### src/rtl/uibe_pkg.sv
// Shared types and constants of the UTF-8 invalid byte escaper.
package uibe_pkg;

   localparam int QUEUE_DEPTH = 4;

   localparam logic [7:0]  LEAD2_MIN = 8'hC2;
   localparam logic [7:0]  LEAD3_MIN = 8'hE0;
   localparam logic [7:0]  LEAD4_MIN = 8'hF0;
   localparam logic [7:0]  LEAD_MAX  = 8'hF5;
   localparam logic [15:0] CODE3_MIN = 16'h0800;
   localparam logic [15:0] SURR_LO   = 16'hD800;
   localparam logic [15:0] SURR_HI   = 16'hDFFF;
   localparam logic [20:0] CODE4_MIN = 21'h010000;
   localparam logic [20:0] CODE4_MAX = 21'h10FFFF;
   localparam logic [15:0] ESC_BASE  = 16'hE000;

   typedef struct packed {
      logic [7:0] data;
      logic       escape;
      logic       last;
      logic       invalid;
   } action_type;

endpackage

### src/rtl/uibe_front.sv
// Front part: buffers pending bytes and classifies each byte as passed or escaped.
module uibe_front (
   input  logic                  clock,
   input  logic                  reset,
   input  logic                  req_push,
   output logic                  req_full,
   input  logic [7:0]            req_in_byte,
   input  logic                  req_in_last,
   input  logic                  q_full,
   output logic                  q_push,
   output uibe_pkg::action_type  q_data
);

   logic [7:0]  pend_ff [4];
   logic [7:0]  pend_in [4];
   logic [2:0]  cnt_ff, cnt_in;
   logic [1:0]  run_ff, run_in;
   logic        busy_ff, busy_in;
   logic        last_ff, last_in;
   logic        seen_ff, seen_in;

   logic [7:0]  head;
   logic [2:0]  need;
   logic [2:0]  lim;
   logic        cont;
   logic [15:0] code3;
   logic [20:0] code4;
   logic        seq_ok;
   logic        act_valid;
   logic        act_esc;
   logic        act_stop;

   always_comb begin
      head = pend_ff[0];
      if (head >= uibe_pkg::LEAD2_MIN && head <= uibe_pkg::LEAD_MAX) begin
         if (head < uibe_pkg::LEAD3_MIN) begin
            need = 3'd2;
         end else if (head < uibe_pkg::LEAD4_MIN) begin
            need = 3'd3;
         end else begin
            need = 3'd4;
         end
      end else begin
         need = 3'd0;
      end
      lim = (cnt_ff < need) ? cnt_ff : need;
      cont = 1'b1;
      for (int i = 1; i < 4; i++) begin
         if (3'(i) < lim && pend_ff[i][7:6] != 2'b10) begin
            cont = 1'b0;
         end
      end
      code3 = {head[3:0], pend_ff[1][5:0], pend_ff[2][5:0]};
      code4 = {head[2:0], pend_ff[1][5:0], pend_ff[2][5:0], pend_ff[3][5:0]};
      if (need == 3'd2) begin
         seq_ok = 1'b1;
      end else if (need == 3'd3) begin
         seq_ok = code3 >= uibe_pkg::CODE3_MIN &&
                  !(code3 >= uibe_pkg::SURR_LO && code3 <= uibe_pkg::SURR_HI);
      end else begin
         seq_ok = code4 >= uibe_pkg::CODE4_MIN && code4 <= uibe_pkg::CODE4_MAX;
      end

      act_valid = 1'b0;
      act_esc   = 1'b0;
      act_stop  = 1'b0;
      run_in    = run_ff;
      if (cnt_ff == 3'd0) begin
         act_stop = 1'b1;
      end else if (run_ff != 2'd0) begin
         act_valid = 1'b1;
         run_in    = run_ff - 2'd1;
      end else if (!head[7]) begin
         act_valid = 1'b1;
      end else if (need == 3'd0 || !cont) begin
         act_valid = 1'b1;
         act_esc   = 1'b1;
      end else if (cnt_ff < need) begin
         if (last_ff) begin
            act_valid = 1'b1;
            act_esc   = 1'b1;
         end else begin
            act_stop = 1'b1;
         end
      end else if (seq_ok) begin
         act_valid = 1'b1;
         run_in    = 2'(need - 3'd1);
      end else begin
         act_valid = 1'b1;
         act_esc   = 1'b1;
      end

      pend_in = pend_ff;
      cnt_in  = cnt_ff;
      busy_in = busy_ff;
      last_in = last_ff;
      seen_in = seen_ff;
      q_push  = 1'b0;
      if (!busy_ff) begin
         run_in = run_ff;
         if (req_push) begin
            pend_in[cnt_ff[1:0]] = req_in_byte;
            cnt_in  = cnt_ff + 3'd1;
            last_in = req_in_last;
            busy_in = 1'b1;
         end
      end else if (act_stop) begin
         busy_in = 1'b0;
         if (last_ff) begin
            cnt_in  = 3'd0;
            last_in = 1'b0;
            seen_in = 1'b0;
         end
      end else if (act_valid && !q_full) begin
         q_push = 1'b1;
         for (int i = 0; i < 3; i++) begin
            pend_in[i] = pend_ff[i + 1];
         end
         cnt_in = cnt_ff - 3'd1;
         if (act_esc) begin
            seen_in = 1'b1;
         end
      end else begin
         run_in = run_ff;
      end

      q_data.data    = head;
      q_data.escape  = act_esc;
      q_data.last    = last_ff && cnt_ff == 3'd1;
      q_data.invalid = seen_ff | act_esc;
   end

   assign req_full = busy_ff;

   always_ff @(posedge clock) begin
      pend_ff <= pend_in;
      if (reset) begin
         cnt_ff  <= 3'd0;
         run_ff  <= 2'd0;
         busy_ff <= 1'b0;
         last_ff <= 1'b0;
         seen_ff <= 1'b0;
      end else begin
         cnt_ff  <= cnt_in;
         run_ff  <= run_in;
         busy_ff <= busy_in;
         last_ff <= last_in;
         seen_ff <= seen_in;
      end
   end

   a_run_covered: assert property (@(posedge clock) disable iff (reset)
      run_ff != 2'd0 |-> busy_ff && cnt_ff >= 3'(run_ff))
      else $error("passthrough run exceeds buffered bytes");

   a_idle_room: assert property (@(posedge clock) disable iff (reset)
      !busy_ff |-> cnt_ff <= 3'd3)
      else $error("idle with no room for a new byte");

   a_last_empties: assert property (@(posedge clock) disable iff (reset)
      busy_ff && last_ff && act_stop |=> cnt_ff == 3'd0 && !seen_ff)
      else $error("string end left state behind");

endmodule

### src/rtl/uibe_queue.sv
// Short queue of classified bytes between the front and the back part.
module uibe_queue #(
   parameter int DEPTH = uibe_pkg::QUEUE_DEPTH
) (
   input  logic                  clock,
   input  logic                  reset,
   input  logic                  push,
   input  uibe_pkg::action_type  push_data,
   output logic                  full,
   input  logic                  pop,
   output logic                  empty,
   output uibe_pkg::action_type  head
);

   localparam int PTR_W = (DEPTH > 1) ? $clog2(DEPTH) : 1;
   localparam int CNT_W = $clog2(DEPTH + 1);

   uibe_pkg::action_type entry_ff [DEPTH];
   logic [PTR_W-1:0] wr_ptr_ff, wr_ptr_in;
   logic [PTR_W-1:0] rd_ptr_ff, rd_ptr_in;
   logic [CNT_W-1:0] count_ff, count_in;
   logic             do_push;
   logic             do_pop;

   assign full    = count_ff == CNT_W'(DEPTH);
   assign empty   = count_ff == '0;
   assign head    = entry_ff[rd_ptr_ff];
   assign do_push = push && !full;
   assign do_pop  = pop && !empty;

   always_comb begin
      wr_ptr_in = wr_ptr_ff;
      rd_ptr_in = rd_ptr_ff;
      count_in  = count_ff;
      if (do_push) begin
         wr_ptr_in = (wr_ptr_ff == PTR_W'(DEPTH - 1)) ? '0 : wr_ptr_ff + 1'b1;
      end
      if (do_pop) begin
         rd_ptr_in = (rd_ptr_ff == PTR_W'(DEPTH - 1)) ? '0 : rd_ptr_ff + 1'b1;
      end
      if (do_push && !do_pop) begin
         count_in = count_ff + 1'b1;
      end else if (do_pop && !do_push) begin
         count_in = count_ff - 1'b1;
      end
   end

   always_ff @(posedge clock) begin
      if (do_push) begin
         entry_ff[wr_ptr_ff] <= push_data;
      end
      if (reset) begin
         wr_ptr_ff <= '0;
         rd_ptr_ff <= '0;
         count_ff  <= '0;
      end else begin
         wr_ptr_ff <= wr_ptr_in;
         rd_ptr_ff <= rd_ptr_in;
         count_ff  <= count_in;
      end
   end

   a_count_bound: assert property (@(posedge clock) disable iff (reset)
      count_ff <= CNT_W'(DEPTH))
      else $error("queue count above depth");

   a_no_overflow: assert property (@(posedge clock) disable iff (reset)
      push |-> !full)
      else $error("item pushed into a full queue");

   a_no_underflow: assert property (@(posedge clock) disable iff (reset)
      pop |-> !empty)
      else $error("item popped from an empty queue");

endmodule

### src/rtl/uibe_back.sv
// Back part: expands escapes into three bytes and drives the result register.
module uibe_back (
   input  logic                  clock,
   input  logic                  reset,
   input  logic                  report_only,
   input  logic                  q_empty,
   input  uibe_pkg::action_type  q_head,
   output logic                  q_pop,
   output logic                  rsp_empty,
   input  logic                  rsp_pop,
   output logic [7:0]            rsp_out_byte,
   output logic                  rsp_out_last,
   output logic                  rsp_any_invalid
);

   logic        out_valid_ff, out_valid_in;
   logic [7:0]  byte_ff, byte_in;
   logic        last_ff, last_in;
   logic        inv_ff, inv_in;
   logic [1:0]  sub_ff, sub_in;
   logic        out_free;
   logic        load;
   logic [15:0] esc_code;

   always_comb begin
      out_free = !out_valid_ff || rsp_pop;
      esc_code = uibe_pkg::ESC_BASE + {8'h00, q_head.data};
      load     = 1'b0;
      q_pop    = 1'b0;
      sub_in   = sub_ff;
      byte_in  = byte_ff;
      last_in  = last_ff;
      inv_in   = inv_ff;
      if (!q_empty) begin
         if (report_only) begin
            if (!q_head.last) begin
               q_pop = 1'b1;
            end else if (out_free) begin
               q_pop   = 1'b1;
               load    = 1'b1;
               byte_in = 8'h00;
               last_in = 1'b1;
               inv_in  = q_head.invalid;
            end
         end else if (out_free) begin
            load = 1'b1;
            if (!q_head.escape) begin
               q_pop   = 1'b1;
               byte_in = q_head.data;
               last_in = q_head.last;
               inv_in  = q_head.last & q_head.invalid;
            end else begin
               last_in = 1'b0;
               inv_in  = 1'b0;
               case (sub_ff)
                  2'd0: begin
                     byte_in = {4'hE, esc_code[15:12]};
                     sub_in  = 2'd1;
                  end
                  2'd1: begin
                     byte_in = {2'b10, esc_code[11:6]};
                     sub_in  = 2'd2;
                  end
                  default: begin
                     byte_in = {2'b10, esc_code[5:0]};
                     sub_in  = 2'd0;
                     q_pop   = 1'b1;
                     last_in = q_head.last;
                     inv_in  = q_head.last & q_head.invalid;
                  end
               endcase
            end
         end
      end
      if (load) begin
         out_valid_in = 1'b1;
      end else if (rsp_pop) begin
         out_valid_in = 1'b0;
      end else begin
         out_valid_in = out_valid_ff;
      end
   end

   assign rsp_empty       = !out_valid_ff;
   assign rsp_out_byte    = byte_ff;
   assign rsp_out_last    = last_ff;
   assign rsp_any_invalid = inv_ff;

   always_ff @(posedge clock) begin
      byte_ff <= byte_in;
      last_ff <= last_in;
      inv_ff  <= inv_in;
      if (reset) begin
         out_valid_ff <= 1'b0;
         sub_ff       <= 2'd0;
      end else begin
         out_valid_ff <= out_valid_in;
         sub_ff       <= sub_in;
      end
   end

   a_sub_on_escape: assert property (@(posedge clock) disable iff (reset)
      sub_ff != 2'd0 |-> !q_empty && q_head.escape && !report_only)
      else $error("escape step without an escape item at the head");

   a_sub_range: assert property (@(posedge clock) disable iff (reset)
      sub_ff != 2'd3)
      else $error("escape step out of range");

   a_hold_stalled: assert property (@(posedge clock) disable iff (reset)
      out_valid_ff && !rsp_pop |=> out_valid_ff && $stable(byte_ff))
      else $error("stalled result changed");

endmodule

### src/rtl/utf8_invalid_byte_escaper_core.sv
// Top level of the UTF-8 invalid byte escaper.
//
// Input channel: bytes of a string enter on req_in_byte with req_in_last on
// the final byte; an item is taken when req_push is high and req_full low.
// Result channel: the oldest result sits on the rsp_ ports while rsp_empty is
// low and leaves when rsp_pop is high. Valid UTF-8 passes unchanged; a byte
// that cannot start a valid sequence becomes three bytes encoding 0xE000 plus
// the byte. rsp_any_invalid is meaningful with rsp_out_last.
// csr_report_only set to one suppresses all bytes and yields a single flag
// result per string; write it only while the block is idle.
// The front part accepts an item, classifies its buffered bytes one at a
// time and then finishes before it takes the next item. The back part
// emits one result per cycle while the queue is not empty and the receiver
// takes them, three bytes per escape; a four-entry queue separates the two.
// Bytes go from the pending buffer through the queue to the result register.
// Reset empties the buffer, the queue and the register and clears the flag.
// A stalled receiver holds the result register; the queue fills, then the
// front part stops and req_full stays high.
module utf8_invalid_byte_escaper_core #(
   parameter int QUEUE_DEPTH = uibe_pkg::QUEUE_DEPTH
) (
   input  logic       clock,
   input  logic       reset,
   input  logic       req_push,
   output logic       req_full,
   input  logic [7:0] req_in_byte,
   input  logic       req_in_last,
   output logic       rsp_empty,
   input  logic       rsp_pop,
   output logic [7:0] rsp_out_byte,
   output logic       rsp_out_last,
   output logic       rsp_any_invalid,
   input  logic       csr_write_enable,
   input  logic       csr_report_only
);

   logic                 report_only_ff;
   logic                 q_push;
   logic                 q_full;
   logic                 q_pop;
   logic                 q_empty;
   uibe_pkg::action_type q_push_data;
   uibe_pkg::action_type q_head;

   always_ff @(posedge clock) begin
      if (reset) begin
         report_only_ff <= 1'b0;
      end else if (csr_write_enable) begin
         report_only_ff <= csr_report_only;
      end
   end

   uibe_front u_front (
      .clock       (clock),
      .reset       (reset),
      .req_push    (req_push),
      .req_full    (req_full),
      .req_in_byte (req_in_byte),
      .req_in_last (req_in_last),
      .q_full      (q_full),
      .q_push      (q_push),
      .q_data      (q_push_data)
   );

   uibe_queue #(
      .DEPTH (QUEUE_DEPTH)
   ) u_queue (
      .clock     (clock),
      .reset     (reset),
      .push      (q_push),
      .push_data (q_push_data),
      .full      (q_full),
      .pop       (q_pop),
      .empty     (q_empty),
      .head      (q_head)
   );

   uibe_back u_back (
      .clock           (clock),
      .reset           (reset),
      .report_only     (report_only_ff),
      .q_empty         (q_empty),
      .q_head          (q_head),
      .q_pop           (q_pop),
      .rsp_empty       (rsp_empty),
      .rsp_pop         (rsp_pop),
      .rsp_out_byte    (rsp_out_byte),
      .rsp_out_last    (rsp_out_last),
      .rsp_any_invalid (rsp_any_invalid)
   );

endmodule
### config.mk
export PLATFORM = sky130hd
export DESIGN_NAME = utf8_invalid_byte_escaper_core
export DESIGN_NICKNAME = d
export VERILOG_FILES = /design/src/rtl/uibe_pkg.sv /design/src/rtl/uibe_front.sv /design/src/rtl/uibe_queue.sv /design/src/rtl/uibe_back.sv /design/src/rtl/utf8_invalid_byte_escaper_core.sv
export SDC_FILE = /design/constraint.sdc
export NUM_CORES = 1
export LEC_CHECK = 0
export BUFFER_PORTS_ARGS = -buffer_cell sky130_fd_sc_hd__buf_2
export CAP_MARGIN = 40
export CORE_ASPECT_RATIO = 0.9
export CORE_MARGIN = 2
export CORE_UTILIZATION = 60
export DETAILED_ROUTE_END_ITERATION = 10
export PLACE_DENSITY = 0.78
export SYNTH_ARGS = -nofsm -noshare
export SYNTH_HDL_FRONTEND = slang
export SYNTH_SLANG_ARGS = --single-unit
export TNS_END_PERCENT = 100
### constraint.sdc
create_clock -name clock -period 6.67 [get_ports clock]
set_input_delay 0.667 -clock clock [delete_from_list [all_inputs] [get_ports clock]]
set_output_delay 0.667 -clock clock [all_outputs]
set_load 0.005 [all_outputs]
==> qor.csv, run 1 <==
metric,value,unit
dr.first_iter.drc_count,135,
leakage,0.00185,uW
ios,27,
die_y,88.2,um
hold-worst-slack,505,ps
worst_slack,2740,ps
fin_setup_tns,0,ps
cp_slowest_cell,edfxtp_1,
min_path_type,reg -> reg,
ctsResizeCount,0,
p_sw_frac,0.293,
yosys.area.top_type,edfxtp_1,
power.switching,503,uW
wl_per_cell,17.3,um
irDropWorstVdd,0.176,mV
hpwlAfterDp,5.55,mm
crit_buf_inv,2,
path_clk_slew,100,ps
cts_root_buffer,clkbuf_8,
crit_type,reg -> reg,
clock_sinks,107,
rsz0062_at_grt,no,
portBuffers,26,
setup_viol,0,
startpoint_type,flop,
htreeDepth,3,
ant_nets,0,
dr.pass1.iters,4,
antenna_found_initial,0,
seqPwrFrac,0.539,
tritoncts,built,
maxCapViolCount,0,
yosysWarnings,0,
syn-mean-instance-area,14.3,um2
tightest_slew,742,ps
dieArea,8610,um2
worstPathMaxFanout,10,
cts_buffer_depth,2,
preCtsSetupSlack,2760,ps
intPower,1210,uW
cts_setup_buffers,0,
vias_per_cell,6.08,
required,6970,ps
post-route-period-util,0.589,
syn-cell-area,4730,um2
cts_buffers,9,
timing.final.max_slew_violations,0,
fin_nets,389,
die_x,97.6,um
arrival,4220,ps
drc,0,
synth_edf_count,86,
cp-end-kind,flop,
ctsHoldBuffers,0,
grt_use_total,0.196,
place.gp.congestion,0.840,
finalClockSkew,20.4,ps
synth_cells,331,
crit_top_cell,ha_1,
grt_pass1_wl,13.1,mm
crit_path_cell_trace,or3_4 -> o311ai_0 -> ha_1 -> o21ba_2 -> o32a_4 -> nor4_4 -> nand2b_4 -> inv_2 -> ha_1 -> inv_1 -> fa_1 -> xor2_1 -> or3_1 -> a21oi_1,
grt.overflow.total,0,
syn-num-nets,361,
max_stage_delay,560,ps
power_frac_comb,0.231,
row_count,30,
grt_pass1_vias,2777,
powerDensity,333,nW/um2
vias,2795,
wl,7.96,mm
synth_cell_types,58,
critPathTopFamily,simple AND/OR/NAND/NOR gates,
clkPwrFrac,0.230,
initial_core_util,0.624,
ys_seq_elements,107,
finalCriticalPeriod,3930,ps
hold_violations,0,
maxSlewHeadroom,0.504,
status,"complete, no violations",
drive_above_1_share,0.201,
grt_max_degree,31,
clock.fmax,0.255,GHz
ys_seq_area_frac,0.635,
synth_async_sr_flop_share,0,
syn_to_final_growth,8.86,%
n_antenna_cell,0,
synth_ff_type,edfxtp_1,
clkLatencyLatePin,370,ps
yosysTopAreaCellShare,0.546,
synthTopCellsByArea,"edfxtp_1 55%, dfxtp_1 8.9%, mux4_2 5.2%",
core,7580,um2
stage by stage:
step | total power (uW) | util | std cells | instance area [um2]
6_report | 1720 | 0.679 | 460 | 5150
5_1_grt | 1810 | 0.679 | 460 | 5150
4_1_cts | 1720 | 0.679 | 460 | 5150
3_5_place_dp | 1340 | 0.653 | 444 | 4950
3_3_place_gp | 1320 | 0.653 | 444 | 4950
2_1_floorplan | 1210 | - | 331 | 4730
power by group through the flow:
| stage | Clock (uW) | Combinational [uW] | Sequential [uW] |
|---|---|---|---|
| 2_1_floorplan | 0 | 303 | 911 |
| 3_3_place_gp | 0 | 384 | 937 |
| 3_5_place_dp | 0 | 395 | 942 |
| 4_1_cts | 400 | 397 | 928 |
| 5_1_grt | 425 | 440 | 941 |
| 6_report | 394 | 396 | 925 |
worst reg2reg max path, cell delays in order (launching register included):
cell,delay [ps]
edfxtp_1,560
or3_4,460
o311ai_0,410
ha_1,310
o21ba_2,210
o32a_4,240
nor4_4,370
nand2b_4,250
inv_2,80
ha_1,210
inv_1,70
fa_1,170
xor2_1,70
or3_1,300
a21oi_1,160
layer usage:
metal | global-route usage | vias to the layer above | wire [um]
met5 | 0 | - | 0
met4 | 0.0732 | 0 | 111
met3 | 0.0427 | 10 | 299
met2 | 0.355 | 66 | 4050
met1 | 0.236 | 1385 | 3500
li1 | - | 1334 | -
final timing paths:
kind,startpoint,end,slack [ps],cells past startpoint
max reg2reg,u_front.head[5],u_queue.count_ff[2],2740,14
min reg2reg,u_front.seen_ff,u_front.seen_ff,510,2
min,u_front.seen_ff,u_front.seen_ff,510,2
max,u_front.head[5],u_queue.count_ff[2],2740,14
cell families after synthesis:
kind of cell | synth area share
buf+inv | 0.0201
compound gates | 0.119
mux | 0.0608
simple gates | 0.119
fa+ha+maj | 0.0413
flops | 0.635
xor+xnor | 0.00556
synthesized netlist by cell type (all sizes together), types with 2 or more instances:
master  count
edfxtp     86
a22o       25
nor2       23
dfxtp      21
a21oi      17
ha         14
inv        14
nand2      12
mux4       11
and2       10
clkbuf      9
nor2b       8
nor3        7
o21ai       6
nand2b      5
mux2i       4
or2         4
or3         4
a211oi      3
nor3b       3
o21bai      3
o31ai       3
xor2        3
and3        2
buf         2
nand3       2
nand3b      2
nand4b      2
nor4        2
nor4b       2
o21ba       2
or4         2
registers in the layout (all words and copies together), names as in the netlist, 3 cells and up, named ones only:
name / count
u_queue.entry_ff: 44
u_front.cnt_ff: 3
u_front.code3: 12
u_front.code4: 6
u_queue.count_ff: 3
u_back.rsp_out_byte: 8
u_front.pend_ff: 6
u_front.head: 8
cells in the final DEF (no fill, tap or decap), types with 2 or more instances in the layout:
cell type / netlist / layout
nand2b_1: 4 / 4
nor3b_1: 3 / 3
inv_1: 13 / 13
inv_6: 0 / 3
o21ba_2: 2 / 2
and3_1: 2 / 2
edfxtp_1: 86 / 86
buf_2: 1 / 26
or2_2: 4 / 4
nand3b_1: 2 / 2
or4_1: 2 / 2
a22o_1: 25 / 25
dfxtp_1: 21 / 21
clkbuf_8: 0 / 9
ha_1: 14 / 14
and2_1: 10 / 10
o21bai_1: 3 / 3
or3_1: 3 / 3
xor2_1: 3 / 3
nor3_1: 7 / 7
nor4b_1: 2 / 2
mux4_2: 11 / 11
nand3_1: 2 / 2
o21ai_0: 6 / 6
nor2_1: 23 / 23
o31ai_1: 2 / 2
buf_4: 0 / 2
nand2_1: 12 / 12
nor2b_1: 8 / 8
a211oi_1: 3 / 3
a21oi_1: 16 / 16
mux2i_1: 4 / 4
final cells by class:
cell class	instances	area (um2)
multi-input cells	199	1630
fillers	533	2430
clock inverters	7	72.6
repair buffers	28	145
well taps	96	120
flip-flops and latches	107	3000
inverters	14	52.6
clock buffers	9	124
No activity file was read; power rests on OpenSTA's default activity.
==> inputs of run 2 (changes only) <==
--- a/config.mk
+++ b/config.mk
@@ -5,6 +5,7 @@
 export SDC_FILE = /design/constraint.sdc
 export NUM_CORES = 1
 export LEC_CHECK = 0
+export ABC_AREA = 1
 export BUFFER_PORTS_ARGS = -buffer_cell sky130_fd_sc_hd__buf_2
 export CAP_MARGIN = 40
 export CORE_ASPECT_RATIO = 0.9
==> constraint.sdc (replaced) <==
create_clock -name clock -period 3.7 [get_ports clock]
set_input_delay 0.37 -clock clock [delete_from_list [all_inputs] [get_ports clock]]
set_output_delay 0.37 -clock clock [all_outputs]
set_load 0.005 [all_outputs]
==> run 2 against run 1 <==
Area after synthesis up 3.6%. Cell count up 32%. Sequential cell count unchanged. Power up 96%. Fmax up 14%. Wire length up 22%. Worst setup slack worse by 2500 ps. Combinational power up 150%. Synthesized cell count up 37%. Global-route usage up 2.5 points. Clock skew down 3.0 ps. Via count up 26%.
==> qor.csv, run 2 <==
metric,value,unit,change
status,"complete, no violations",,unchanged
synth_cell_types,41,,was 58
grt_pass1_wl,15.8,mm,was 13.1 mm
crit_buf_inv,3,,was 2
grt_use_total,0.222,,was 0.196
place.gp.congestion,0.883,,was 0.840
path_clk_slew,120,ps,was 100 ps
synth_common_cells,"86 x edfxtp_1, 58 x nor2_1, 52 x nand2_1",,"was 86 x edfxtp_1, 25 x a22o_1, 23 x nor2_1"
largest_reg_flops,44,,unchanged
fin_cells,605,,was 460
irDropWorstVdd,0.327,mV,was 0.176 mV
synth_ff_type,edfxtp_1,,unchanged
ctsHoldBuffers,0,,unchanged
syn-mean-instance-area,10.8,um2,was 14.3 um2
worst_slack,256,ps,was 2740 ps
dr.pass1.iters,6,,was 4
core,7990,um2,was 7580 um2
worstPathMaxFanout,7,,was 10
cp-end-kind,flop,,unchanged
synth_cells,454,,was 331
clock.fmax,0.290,GHz,was 0.255 GHz
tightest_slew,797,ps,was 742 ps
total_power,3360,uW,was 1720 uW
final_util,0.686,,was 0.679
n_antenna_cell,0,,unchanged
syn-cell-area,4900,um2,was 4730 um2
yosys.area.top_type,edfxtp_1,,unchanged
fin_nets,531,,was 389
fin_area,5480,um2,was 5150 um2
htreeDepth,3,,unchanged
post-route-period-util,0.931,,was 0.589
tritoncts,built,,unchanged
grt_pass1_vias,3368,,was 2777
preCtsSetupSlack,242,ps,was 2760 ps
maxCapViolCount,0,,unchanged
top_regs,"u_queue.entry_ff x44, u_front.code3 x12",,unchanged
wl_per_cell,16.0,um,was 17.3 um
antenna_found_initial,0,,unchanged
grt_max_degree,29,,was 31
arrival,3700,ps,was 4220 ps
crit_path_cell_trace,a21oi_1 -> nor2_2 -> nor3_1 -> inv_1 -> ha_1 -> a21oi_1 -> nand3_1 -> nand2_1 -> inv_1 -> nand2_2 -> nand2_2 -> nand3_4 -> nand3_4 -> nor2_8 -> ha_1 -> inv_1 -> fa_1 -> a21oi_1 -> o21ai_0 -> o21ai_0 -> a21oi_1,,was or3_4 -> o311ai_0 -> ha_1 -> o21ba_2 -> o32a_4 -> nor4_4 -> nand2b_4 -> inv_2 -> ha_1 -> inv_1 -> fa_1 -> xor2_1 -> or3_1 -> a21oi_1
min_path_type,in -> reg,,was reg -> reg
yosysTopAreaCellShare,0.527,,was 0.546
clock_sinks,107,,unchanged
hold_violations,0,,unchanged
initial_core_util,0.613,,was 0.624
setup_viol,0,,unchanged
dieArea,8910,um2,was 8610 um2
startpoint_type,flop,,unchanged
finalClockSkew,17.5,ps,was 20.4 ps
drc,0,,unchanged
dr.first_iter.drc_count,266,,was 135
placed_cell_area,5150,um2,was 4950 um2
row_count,31,,was 30
clkLatencyLatePin,380,ps,was 370 ps
place_inst,573,,was 444
leakage,0.00214,uW,was 0.00185 uW
maxSlewHeadroom,0.467,,was 0.504
synth.most_common_cell,edfxtp_1,,unchanged
synth_edf_count,86,,unchanged
vias_per_cell,5.83,,was 6.08
ios,27,,unchanged
powerDensity,613,nW/um2,was 333 nW/um2
wl,9.70,mm,was 7.96 mm
finalCriticalPeriod,3440,ps,was 3930 ps
crit_type,reg -> reg,,unchanged
grt.overflow.total,0,,unchanged
drive_above_1_share,0.192,,was 0.201
cp_slowest_cell,edfxtp_1,,unchanged
hpwlAfterDp,6.65,mm,was 5.55 mm
final_cell_mix,"86 x edfxtp_1, 57 x nor2_1, 52 x nand2_1",,"was 86 x edfxtp_1, 26 x buf_2, 25 x a22o_1"
synthTopCellsByArea,"edfxtp_1 53%, dfxtp_1 8.6%, a32o_1 4.7%",,"was edfxtp_1 55%, dfxtp_1 8.9%, mux4_2 5.2%"
syn-num-nets,484,,was 361
portBuffers,26,,unchanged
required,3960,ps,was 6970 ps
syn_to_final_growth,11.8,%,was 8.86%
die_x,99.3,um,was 97.6 um
final_common_cell,edfxtp_1,,unchanged
critPathTopFamily,compound AO/OA/AOI/OAI gates,,was simple AND/OR/NAND/NOR gates
ys_seq_elements,107,,unchanged
top_register,u_queue.entry_ff,,unchanged
ys_seq_area_frac,0.613,,was 0.635
synth_async_sr_flop_share,0,,unchanged
vias,3530,,was 2795
crit_top_cell,a21oi_1,,was ha_1
cts_buffers,9,,unchanged
cts_buffer_depth,2,,unchanged
max_stage_delay,520,ps,was 560 ps
die_y,89.7,um,was 88.2 um
ant_nets,0,,unchanged
cts_root_buffer,clkbuf_8,,unchanged
yosysWarnings,0,,unchanged
timing.final.max_slew_violations,0,,unchanged
run 2: cell count changes in the layout (fill, tap and decap cells not counted), sizes merged, moves of 25 or more:
| cell | delta |
|---|---|
| nor2 | +38 |
| a22o | -25 |
| o21ai | +27 |
| nand3 | +30 |
| nand2 | +48 |
| inv | +40 |
run 2: cell families after synthesis:
logic type | Yosys count | share of synthesized area
xor+xnor | 2 | 0.00358
compound gates | 94 | 0.128
flops | 107 | 0.613
fa+ha+maj | 15 | 0.0398
simple gates | 167 | 0.160
buf+inv | 69 | 0.0557
run 2: repair_timing:
item | in CTS | in global routing
setup buffers | 0 | 16
gates resized for setup | 0 | 1
endpoints found under the setup margin | 0 | 1
run 2: path summary, 6_finish.rpt:
path,start,end,slack [ps],cells after the start
max,u_front.head[3],u_queue.count_ff[2],260,21
min,csr_report_only,report_only_ff,210,3
max reg2reg,u_front.head[3],u_queue.count_ff[2],260,21
min reg2reg,u_back.sub_ff[0],u_back.sub_ff[0],480,2
run 2: worst reg2reg max path, delay by kind of cell (launching register included):
family	cells	cell delay (ps)
adders and majority gates	3	730
AOI/OAI and AO/OA	6	950
buffers and inverters	3	180
DFF	1	520
and+or+nand+nor	9	940
run 2: cell type report:
type,count,area [um2]
Clock buffer,9,124
Clock inverter,7,78.8
Fill cell,596,2510
Inverter,53,199
Multi-Input combinational cell,278,1630
Sequential cell,107,3000
Tap cell,99,124
Timing Repair Buffer,52,323
run 2: metal layers:
layer | track usage | up-vias | routed length [um]
li1 | - | 1703 | -
met1 | 0.286 | 1692 | 4120
met2 | 0.377 | 116 | 4890
met3 | 0.0467 | 19 | 540
met4 | 0.0685 | 0 | 157
met5 | 0 | - | 0
run 2: report_power, final:
group | internal, uW | total (uW) | switching (uW)
clock | 270 | 708 | 439
combinational | 364 | 985 | 622
sequential | 1560 | 1670 | 108
total | 2190 | 3360 | 1170
run 2: per-stage QoR:
step	hold slack (ps)	setup TNS, ps
3_5_place_dp	465	0
5_1_grt	208	-60.4
6_report	214	0
4_1_cts	211	0
2_1_floorplan	444	0
3_3_place_gp	454	0
==> inputs of run 3 (changes only) <==
--- a/config.mk
+++ b/config.mk
@@ -10,9 +10,9 @@
 export CAP_MARGIN = 40
 export CORE_ASPECT_RATIO = 0.9
 export CORE_MARGIN = 2
-export CORE_UTILIZATION = 60
+export CORE_UTILIZATION = 55
 export DETAILED_ROUTE_END_ITERATION = 10
-export PLACE_DENSITY = 0.78
+export PLACE_DENSITY = 0.75
 export SYNTH_ARGS = -nofsm -noshare
 export SYNTH_HDL_FRONTEND = slang
 export SYNTH_SLANG_ARGS = --single-unit
==> constraint.sdc (replaced) <==
create_clock -name clock -period 3.1 [get_ports clock]
set_input_delay 0.31 -clock clock [delete_from_list [all_inputs] [get_ports clock]]
set_output_delay 0.31 -clock clock [all_outputs]
set_load 0.005 [all_outputs]
==> run 3 against run 2 <==
The flow now finishes with violations (negative setup slack). Sequential power grew 19%. Register-to-register slack worse by 300 ps. Clock-buffer cell count rose by 4. Final area increased by 2.5%. Wire length about the same. Die area rose by 8.7%. Critical path depth down 1.
==> qor.csv, run 3 (synthesized netlist as in run 2, its figures left out) <==
metric,value,unit,change
min_to,report_only_ff,,unchanged
largest_reg_flops,44,,unchanged
tightest_slew,815,ps,was 797 ps
ant_nets,0,,unchanged
use_met2,0.350,,was 0.377
grt_pass1_vias,3311,,was 3368
hold_violations,0,,unchanged
tritoncts,built,,unchanged
maxSlewHeadroom,0.452,,was 0.467
wl,9.71,mm,was 9.70 mm
wl_per_cell,15.5,um,was 16.0 um
path_clk_slew,100,ps,was 120 ps
fin_cells,628,,was 605
clock.fmax,0.318,GHz,was 0.290 GHz
r2r-start,u_front.head[7],,was u_front.head[3]
min_path_type,in -> reg,,unchanged
required,3360,ps,was 3960 ps
fin_nets,534,,was 531
irDropWorstVdd,0.473,mV,was 0.327 mV
arrival,3410,ps,was 3700 ps
violations,negative setup slack,,
vias_per_cell,5.56,,was 5.83
drc,0,,unchanged
finalClockSkew,12.9,ps,was 17.5 ps
maxCapViolCount,0,,unchanged
n_antenna_cell,0,,unchanged
initial_core_util,0.569,,was 0.613
grtUsageMet1,0.278,,was 0.286
crit_type,reg -> reg,,unchanged
hpwlAfterDp,6.56,mm,was 6.65 mm
cp-end-kind,flop,,unchanged
worst_slack,-46.3,ps,was 256 ps
powerDensity,730,nW/um2,was 613 nW/um2
startpoint_type,flop,,unchanged
syn_to_final_growth,14.6,%,was 11.8%
row_count,32,,was 31
leakage,0.00216,uW,was 0.00214 uW
hold-worst-slack,155,ps,was 214 ps
vias,3489,,was 3530
final_util,0.652,,was 0.686
ios,27,,unchanged
die_x,103,um,was 99.3 um
grt_use_total,0.214,,was 0.222
setup_viol,1,,was 0
post-route-period-util,1.01,,was 0.931
antenna_found_initial,0,,unchanged
dr.first_iter.drc_count,258,,was 266
reg2reg_to,u_queue.count_ff[2],,unchanged
drive_above_1_share,0.226,,was 0.192
dr.pass1.iters,5,,was 6
ctsHoldBuffers,0,,unchanged
place_inst,606,,was 573
dieArea,9680,um2,was 8910 um2
rsz0062_at_grt,yes,,
timing.final.max_slew_violations,0,,unchanged
hold_depth,3,,unchanged
top_register,u_queue.entry_ff,,unchanged
hp-start,csr_report_only,,unchanged
cts_root_buffer,clkbuf_8,,unchanged
grt_max_degree,27,,was 29
top_regs,"u_queue.entry_ff x44, u_front.code3 x12",,unchanged
die_y,93.5,um,was 89.7 um
portBuffers,26,,unchanged
worstPathMaxFanout,4,,was 7
clkLatencyLatePin,370,ps,was 380 ps
finalCriticalPeriod,3150,ps,was 3440 ps
htreeDepth,3,,unchanged
use_met3,0.0463,,was 0.0467
preCtsSetupSlack,-70.5,ps,was 242 ps
clock_sinks,107,,unchanged
final_common_cell,edfxtp_1,,unchanged
place.gp.congestion,0.842,,was 0.883
status,finished with violations,,"was complete, no violations"
r2r_slack,-50,ps,was 260 ps
r2r_cells,20,,was 21
cts_buffer_depth,2,,unchanged
grt.overflow.total,0,,unchanged
final_cell_mix,"86 x edfxtp_1, 54 x nor2_1, 52 x nand2_1",,"was 86 x edfxtp_1, 57 x nor2_1, 52 x nand2_1"
grt_pass1_wl,15.8,mm,about the same
top_usage_layer,met2,,unchanged
cts_buffers,9,,unchanged
core,8610,um2,was 7990 um2
run 3: cell count changes in the layout (fill, tap and decap cells not counted), sizes merged:
cell,change
inv,-2
buf,+3
clkinv,-2
clkbuf,+4
run 3: report_power, final:
part           internal (uW)  switching [uW]  total (uW)
registers               1860             122        1980
clock network            374             455         829
logic                    493             794        1290
total                   2730            1370        4100
run 3: critical path: stages, from the launching register on:
cell and delay [ps]:
edfxtp_1 360, nand4_1 190, buf_4 200, nor3_4 240, ha_4 250, nor2_4 110
nand2_2 70, nand2_2 80, nand2_1 90, nand2_2 100, nand2_4 60, nand3_4 70
nand3_4 110, nor2_8 170, ha_4 160, inv_4 40, fa_2 360, a21oi_2 110
o21ai_1 80, o21ai_1 130, a21oi_1 50
run 3: area by class of cell:
class                   instances  area (um2)
inverters                      53         201
flip-flops and latches        107        3000
clock buffers                  13         170
multi-input cells             278        1720
well taps                     119         149
fillers                       633        2990
repair buffers                 55         348
clock inverters                 3        28.8
run 3: worst max path at each step:
stage | startpoint | endpoint | slack (ps)
CTS | u_front.head[5] | u_queue.count_ff[2] | 9
detailed placement | u_front.head[2] | u_queue.count_ff[2] | -70
global route | u_front.head[7] | u_queue.count_ff[2] | -240
finish | u_front.head[7] | u_queue.count_ff[2] | -50
global placement | u_front.head[2] | u_queue.count_ff[2] | 50
floorplan | u_front.head[7] | u_queue.count_ff[2] | 10
run 3: per-stage QoR:
stage	total power [uW]	area, um2	TNS (ps)
5_1_grt	4350	5620	-406
6_report	4100	5620	-46.3
2_1_floorplan	2790	4900	0
3_3_place_gp	3140	5280	0
4_1_cts	4020	5520	0
3_5_place_dp	3190	5280	-70.5
run 3: per-layer routing:
metal,vias up,share of wire
li1,1702,-
met1,1656,0.43
met2,114,0.50
met3,17,0.056
met4,0,0.016
met5,-,0
run 3: repair_timing:
action	4_1_cts	5_1_grt
resized for setup	8	18
setup endpoints to repair	9	29
buffers inserted	2	4
pin swaps	2	11
